--- config.mk ---
export PLATFORM = sky130hd
export DESIGN_NAME = vsi_ctrl
export DESIGN_NICKNAME = d
export VERILOG_FILES = /design/src/rtl/core/vsi_pkg.sv /design/src/rtl/core/vsi_ctrl.sv
export SDC_FILE = /design/constraint.sdc
export NUM_CORES = 1
export LEC_CHECK = 0
export BUFFER_PORTS_ARGS = -buffer_cell sky130_fd_sc_hd__clkbuf_2
export CAP_MARGIN = 20
export CORE_UTILIZATION = 35
export CTS_CLUSTER_SIZE = 20
export DETAILED_ROUTE_END_ITERATION = 8
export HOLD_SLACK_MARGIN = 0.05
export PLACE_DENSITY_LB_ADDON = 0.1
export SLEW_MARGIN = 20
export SYNTH_ARGS = -nofsm -noshare
export SYNTH_HDL_FRONTEND = slang
export SYNTH_SLANG_ARGS = --single-unit
--- constraint.sdc ---
create_clock -name i_clk -period 3.58 [get_ports i_clk]
set_input_delay 0.716 -clock i_clk [delete_from_list [all_inputs] [get_ports i_clk]]
set_output_delay 0.716 -clock i_clk [all_outputs]
set_load 0.01 [all_outputs]
--- src/rtl/core/vsi_pkg.sv ---
`timescale 1ns / 1ps
// ----------------------------------------------------------------------------
// vsi_pkg
// Shared step codes, command/status structs and helpers for the steering
// integrator.
// ----------------------------------------------------------------------------
package vsi_pkg;

    // sequencer step codes
    localparam logic [5:0] S_LIM  = 6'd0;
    localparam logic [5:0] S_VV0  = 6'd1;
    localparam logic [5:0] S_VV1  = 6'd2;
    localparam logic [5:0] S_SPD  = 6'd3;
    localparam logic [5:0] S_FF0  = 6'd4;
    localparam logic [5:0] S_FF1  = 6'd5;
    localparam logic [5:0] S_FL   = 6'd6;
    localparam logic [5:0] S_R    = 6'd7;
    localparam logic [5:0] S_R2   = 6'd8;
    localparam logic [5:0] S_R4   = 6'd9;
    localparam logic [5:0] S_R8   = 6'd10;
    localparam logic [5:0] S_R16  = 6'd11;
    localparam logic [5:0] S_R20  = 6'd12;
    localparam logic [5:0] S_FWX  = 6'd13;
    localparam logic [5:0] S_FWY  = 6'd14;
    localparam logic [5:0] S_DX   = 6'd15;
    localparam logic [5:0] S_DY   = 6'd16;
    localparam logic [5:0] S_DOT0 = 6'd17;
    localparam logic [5:0] S_DOT1 = 6'd18;
    localparam logic [5:0] S_PJ0  = 6'd19;
    localparam logic [5:0] S_PJ1  = 6'd20;
    localparam logic [5:0] S_PX   = 6'd21;
    localparam logic [5:0] S_PY   = 6'd22;
    localparam logic [5:0] S_PP0  = 6'd23;
    localparam logic [5:0] S_PP1  = 6'd24;
    localparam logic [5:0] S_PL   = 6'd25;
    localparam logic [5:0] S_PUN  = 6'd26;
    localparam logic [5:0] S_PUX  = 6'd27;
    localparam logic [5:0] S_PUY  = 6'd28;
    localparam logic [5:0] S_SN0  = 6'd29;
    localparam logic [5:0] S_SN   = 6'd30;
    localparam logic [5:0] S_UX0  = 6'd31;
    localparam logic [5:0] S_UX1  = 6'd32;
    localparam logic [5:0] S_UY0  = 6'd33;
    localparam logic [5:0] S_UY1  = 6'd34;
    localparam logic [5:0] S_BX   = 6'd35;
    localparam logic [5:0] S_BY   = 6'd36;
    localparam logic [5:0] S_CL0  = 6'd37;
    localparam logic [5:0] S_CL1  = 6'd38;
    localparam logic [5:0] S_CLQ  = 6'd39;
    localparam logic [5:0] S_CX0  = 6'd40;
    localparam logic [5:0] S_CXD  = 6'd41;
    localparam logic [5:0] S_CY0  = 6'd42;
    localparam logic [5:0] S_CYD  = 6'd43;
    localparam logic [5:0] S_AX   = 6'd44;
    localparam logic [5:0] S_AY   = 6'd45;
    localparam logic [5:0] S_VX   = 6'd46;
    localparam logic [5:0] S_VY   = 6'd47;
    localparam logic [5:0] S_NS0  = 6'd48;
    localparam logic [5:0] S_NS1  = 6'd49;
    localparam logic [5:0] S_NSQ  = 6'd50;
    localparam logic [5:0] S_SX0  = 6'd51;
    localparam logic [5:0] S_SXD  = 6'd52;
    localparam logic [5:0] S_SY0  = 6'd53;
    localparam logic [5:0] S_SYD  = 6'd54;
    localparam logic [5:0] S_DONE = 6'd55;

    localparam logic [23:0] MAX_SPEED_RST = 24'd131072;
    localparam logic [2:0]  REG_MAX_SPEED = 3'd0;

    // controller -> datapath
    typedef struct packed {
        logic       accept;
        logic [5:0] step;
        logic       start;
        logic       capture;
        logic       load_out;
    } t_cmd;

    // datapath -> controller
    typedef struct packed {
        logic busy;
        logic dt_zero;
        logic cone_ok;
        logic bend;
        logic plen_small;
        logic clip;
        logic cap;
        logic out_free;
    } t_status;

    function automatic logic signed [31:0] sat32(input logic signed [69:0] x);
        if (x > 70'sd2147483647)
            return 32'sh7fffffff;
        else if (x < -70'sd2147483648)
            return 32'sh80000000;
        else
            return x[31:0];
    endfunction

    function automatic logic is_div(input logic [5:0] s);
        return (s inside {S_R, S_FWX, S_FWY, S_DX, S_DY, S_PUX, S_PUY,
                          S_CXD, S_CYD, S_SXD, S_SYD});
    endfunction

    function automatic logic is_sqrt(input logic [5:0] s);
        return (s inside {S_SPD, S_FL, S_PL, S_SN, S_CLQ, S_NSQ});
    endfunction

endpackage

--- src/rtl/core/vsi_ctrl.sv ---
`timescale 1ns / 1ps
// ----------------------------------------------------------------------------
// vsi_ctrl
// Sequencer: walks the step list, starts units, waits, captures, branches.
// ----------------------------------------------------------------------------
module vsi_ctrl (
    input  logic             i_clk,
    input  logic             i_rst_n,
    input  logic             i_valid,
    output logic             o_stall,
    input  vsi_pkg::t_status i_st,
    output vsi_pkg::t_cmd    o_cmd
);
    import vsi_pkg::*;

    localparam logic [2:0] P_IDLE  = 3'd0;
    localparam logic [2:0] P_CHK   = 3'd1;
    localparam logic [2:0] P_ISSUE = 3'd2;
    localparam logic [2:0] P_WAIT  = 3'd3;
    localparam logic [2:0] P_CAPT  = 3'd4;
    localparam logic [2:0] P_NEXT  = 3'd5;
    localparam logic [2:0] P_OUT   = 3'd6;

    logic [2:0] r_phase, n_phase;
    logic [5:0] r_step, n_step;
    logic [5:0] nxt;

    // branch decisions, taken after the step's capture
    always_comb begin
        nxt = 6'(r_step + 6'd1);
        case (r_step)
            S_FL:   nxt = i_st.cone_ok ? S_R : S_CL0;
            S_DOT1: nxt = i_st.bend ? S_PJ0 : S_CL0;
            S_PL:   nxt = i_st.plen_small ? S_PUN : S_PUX;
            S_PUN:  nxt = S_SN0;
            S_CLQ:  nxt = i_st.clip ? S_CX0 : S_AX;
            S_NSQ:  nxt = i_st.cap ? S_SX0 : S_DONE;
            default: nxt = 6'(r_step + 6'd1);
        endcase
    end

    // phase machine
    always_comb begin
        n_phase        = r_phase;
        n_step         = r_step;
        o_cmd.accept   = 1'b0;
        o_cmd.step     = r_step;
        o_cmd.start    = 1'b0;
        o_cmd.capture  = 1'b0;
        o_cmd.load_out = 1'b0;
        case (r_phase)
            P_IDLE: begin
                if (i_valid) begin
                    o_cmd.accept = 1'b1;
                    n_phase      = P_CHK;
                end
            end
            P_CHK: begin
                if (i_st.dt_zero) begin
                    n_phase = P_OUT;
                end else begin
                    n_step  = S_LIM;
                    n_phase = P_ISSUE;
                end
            end
            P_ISSUE: begin
                o_cmd.start = 1'b1;
                n_phase     = P_WAIT;
            end
            P_WAIT: begin
                if (!i_st.busy)
                    n_phase = P_CAPT;
            end
            P_CAPT: begin
                o_cmd.capture = 1'b1;
                n_phase       = P_NEXT;
            end
            P_NEXT: begin
                n_step  = nxt;
                n_phase = (nxt == S_DONE) ? P_OUT : P_ISSUE;
            end
            P_OUT: begin
                if (i_st.out_free) begin
                    o_cmd.load_out = 1'b1;
                    n_phase        = P_IDLE;
                end
            end
            default: n_phase = P_IDLE;
        endcase
    end

    always_ff @(posedge i_clk) begin
        if (!i_rst_n) begin
            r_phase <= P_IDLE;
            r_step  <= S_LIM;
        end else begin
            r_phase <= n_phase;
            r_step  <= n_step;
        end
    end

    assign o_stall = (r_phase != P_IDLE);
endmodule

Word level (Yosys, flattened, before mapping) --
Index checks and enable logic that the tools add are counted.
Storage, ports and cells: output and inout bits 11, bits in registers 9, logic and storage cells 45
Cells by class: eq/ne operators 17, reduce and logical (&&, ||, !) cells 5, mux-type cells 20, add/subtract/negate cells 1
Operators by type and width (count):
- case mux 6 bit (6 select lines) | 1
- two-way mux 3 bit | 7
- case mux 3 bit (7 select lines) | 1
- equality test 6 x 5 -> 1 bit (second input constant) | 3
- equality test 6 bit (second input constant) | 3
- two-way mux 6 bit | 3
- case mux 6 bit (2 select lines) | 1
- equality test 3 bit (second input constant) | 3
- != test 2 bit (second input constant) | 4
- two-way mux 1 bit | 7
- adder 6 x 1 -> 6 bit (second input constant) | 1
- equality test 3 x 2 -> 1 bit (second input constant) | 2
- equality test 6 x 3 -> 1 bit (second input constant) | 1
- equality test 3 x 1 -> 1 bit (second input constant) | 1
- zero test 3 bit | 1
- AND reduction 3 bit | 1
- nonzero test 3 bit | 1
- AND reduction 2 bit | 1
- nonzero test 2 bit | 1

Depth between registers and ports, before layout --
depth after elaboration 5, gate-level depth with buffers 9

Worst setup path before layout --
OpenSTA, ideal clock, no wires.
path type register to register, start reg r_step[0], end reg r_phase[2], slack 1.568 ns, buffers on the path 1, period minus slack after synthesis 2.012 ns, cell stages (with the launch flop) 10, arrival time 1.944 ns, required time 3.511 ns, path through dfxtp_1 > inv_1 > ha_1 > buf_2 > nand3b_1 > a31oi_1 > a31o_1 > o211a_1 > or3b_1 > o21ai_1
Between the ends: word-level cells in the longest chain between the ends 5, elaborated cells between the ends (all ways) 11, classes of those cells add/sub (1); eq/ne (7); mux (3)
Ends and longest elaborated chain:
- from (decl) | RTL line vsi_ctrl.sv:25 | logic [5:0] r_step, n_step;
- from (signal assigned) | RTL line vsi_ctrl.sv:98 | r_step <= n_step;
- adder 6 x 1 -> 6 bit (tied with other cells) | RTL line vsi_ctrl.sv:38 | default: nxt = 6'(r_step + 6'd1);
- case mux 6 bit (6 select lines) * | RTL line vsi_ctrl.sv:31 | case (r_step)
- equality test 6 bit * | RTL line vsi_ctrl.sv:80 | n_phase = (nxt == S_DONE) ? P_OUT : P_ISSUE;
- two-way mux 3 bit * | RTL line vsi_ctrl.sv:80
- case mux 3 bit (7 select lines) * | RTL line vsi_ctrl.sv:51 | case (r_phase)
- to (signal assigned) | RTL line vsi_ctrl.sv:97 | r_phase <= n_phase;
- to (decl) | RTL line vsi_ctrl.sv:24 | logic [2:0] r_phase, n_phase;
Mark *: on every way between the ends. The rest lies on a longest branch, timed or not. A chain may end at the register's enable or synchronous reset.

Worst setup path after layout --
Same ends and word-level chain as after synthesis.

==> impl_metrics.yaml <==
pwr:
  p_leak_nw: 0.352
  powerDensity_nw_per_um2: 261
  clock_power_share_pct: 31.9
  power_w: 0.000252
  p_int_w: 0.000174
  p_sw_share_pct: 30.8
  p_sw_w: 0.0000775
  seqPwrFrac_pct: 45.9
  vdd_drop_max_uv: 140
  combinationalPowerShare_pct: 22.2
worst_setup_path:
  worst-r2r-cell-count: 8
  r2r-start: "r_step[0]"
  start_kind: "register"
  arrival_ps: 2300
  worst_r2r_endpoint: "r_phase[2]"
  rrSetupSlack_ps: 1480
  path_max_fanout: 11
  endpoint_kind: "register"
  required_ps: 3780
  crit_type: "register to register"
clock_tree:
  clock_sink_count: 9
  cts_root_buf: "clkbuf_4"
  cts_buffer_depth: 2
  cts_hold_buffers: 0
  clk_pin_slew_ps: 70
  cts-resized-gates: 0
  cts-buffers-inserted: 3
  clk_latency_ps: 260
  cts_setup_buffers: 0
  cts_tree: "yes"
  htree_levels: 1
layout:
  n_antenna_cell: 0
  layout_common_cells: "21 x clkbuf_2, 10 x nor2_1, 10 x nand2_1"
  area_delta_synth_final_pct: 12.2
  layout.nets: 146
  final_common_cell: "clkbuf_2"
  utilization_pct: 42.8
  drive_above_1_share_pct: 21.4
  fin_area_um2: 966
worst_hold_path:
  whs_endpoint: "r_phase[0]"
  hold_class: "register to register"
  hold_start: "r_phase[1]"
  hold_path_depth: 2
logic_synthesis:
  synth_edf_count: 0
  synth_xor_area_share_pct: 3.05
  synth_nets: 129
  postSynthCellCount: 115
  synth_compound_area_share_pct: 27.6
  synthAdderAreaFrac_pct: 4.36
  synth-warning-count: 0
  syn_area_per_cell_um2: 7.49
  synthSimpleGateAreaFrac_pct: 32.6
  synth_top_family_by_area: "simple AND/OR/NAND/NOR gates"
  synth.area.mux_share_pct: 1.31
  ys_ff_latch: 9
  synth_area_um2: 861
  ys_seq_area_share_pct: 20.9
  postSynth.asyncResetShare_pct: 0
  synth_flop_cell: "dfxtp_1"
  synthDistinctLibCells: 48
status:
  outcome: "complete, no violations"
detailed_routing:
  firstDrtPassIters: 5
  wire_per_inst_um: 13.4
  vias_per_cell: 5.64
  vias: 897
  ant_nets: 0
  detail_route.iter0.violations: 19
  routed_wl_um: 2120
  drc: 0
floorplan:
  dieWidth_um: 51.6
  die_h_um: 51.6
  fp.coreArea_um2: 2250
  initial_core_util_pct: 38.2
  ios: 22
  die-area_um2: 2660
  fp-row-count: 17
timing:
  tns_ps: 0
  setup_viol: 0
  slew_headroom_pct: 53.1
  setup_slack_ps: 1480
  slew_viol_final: 0
  clock_skew_ps: 6.53
  hold_viol_final: 0
  tightest_slew_ps: 696
  max_freq_ghz: 0.477
  rsz0062_at_grt: "false"
  fin_crit_ps: 2100
  min_period_over_period_pct: 58.5
global_route:
  use_met3_pct: 6.14
  grt_pass1_vias: 772
  top_usage_layer: "met2"
  grt_first_pass_wirelength_um: 3610
  gr-total-overflow: 0
  grtUsageMet2_pct: 29.0
  grt_usage_pct: 18.1
  grt_use_met1_pct: 23.3
  antenna_found_initial: 0
  grt_max_degree: 16
placed_design:
  dp_slack_ps: 1480
  gp_congestion: 0.906
  placed_area_um2: 940
  portBuffers: 21
  hpwl_um: 1540
run:
  max_cap_viol_count: 0
==> worst max-delay path, stage by stage, from the launching register on <==
cell and delay [ps]:
dfxtp_1 440, inv_1 70, ha_1 320, nand3b_1 150, a31oi_1 90, a31o_1 250, o211a_1 240, or3b_1 360
o21ai_1 110
==> per-layer routing <==
layer / vias up / part of all wire [%]
met4: 0 / 0
met1: 422 / 47
met3: 0 / 5.1
met2: 30 / 48
met5: - / 0
li1: 445 / -
==> cell type report <==
type	count	area (µm²)
sequential	9	180
inverter	7	26.3
tap	28	35.0
clock buffer	4	26.3
timing repair buffer	21	105
fill	255	1290
multi-input combinational	90	593
==> state kept, by name, indices dropped and copies added, names as in the netlist <==
signal	cells
r_phase	3
r_step	6
==> synthesized netlist by cell type (2+ instances only) <==
library cell	n	area (µm²)
inv_1	7	26.3
ha_1	3	37.5
xnor2_1	2	17.5
buf_6	3	33.8
a22oi_1	4	30.0
a21oi_1	5	25.0
o21ai_0	6	30.0
nor2_1	10	37.5
or3b_1	2	17.5
nand2_1	10	37.5
dfxtp_1	9	180
o21ai_1	2	10.0
nand3_1	3	15.0
nand3b_1	3	22.5
nor2b_1	5	31.3
or3_1	2	12.5
buf_2	3	15.0
nand2b_1	3	18.8
nand4b_1	2	17.5
nor3_1	3	15.0
==> worst max path at each step <==
stage	cells past startpoint	end	slack, ps	start
detailed placement	8	r_phase[2]	1480	r_step[0]
finish	8	r_phase[2]	1480	r_step[0]
global placement	8	r_phase[2]	1540	r_step[0]
floorplan	9	r_phase[2]	1570	r_step[0]
global route	8	r_phase[2]	1300	r_step[0]
CTS	8	r_phase[2]	1490	r_step[0]
==> cells by family (layout without fill, tap and decap cells) <==
family | count (synthesis) | after routing
AND/OR/NAND/NOR | 49 | 49
AO/OA/AOI/OAI | 34 | 34
buffers and inverters | 16 | 32
flip-flops | 9 | 9
adder cells (fa/ha/maj) | 3 | 3
XOR/XNOR | 3 | 3
multiplexers | 1 | 1
==> power by group through the flow <==
stage               combinational (W)  sequential (W)   clock, W
floorplan                   0.0000423        0.000111          0
global placement            0.0000554        0.000117          0
detailed placement          0.0000555        0.000117          0
CTS                         0.0000564        0.000115  0.0000809
global route                0.0000629        0.000117  0.0000879
finish                      0.0000560        0.000116  0.0000802
==> metrics by stage <==
stage,hold slack [ps],cells
finish,642,159
detailed placement,621,155
global placement,609,155
floorplan,558,115
global route,663,159
CTS,640,159
(Power assumes the default switching activity.)
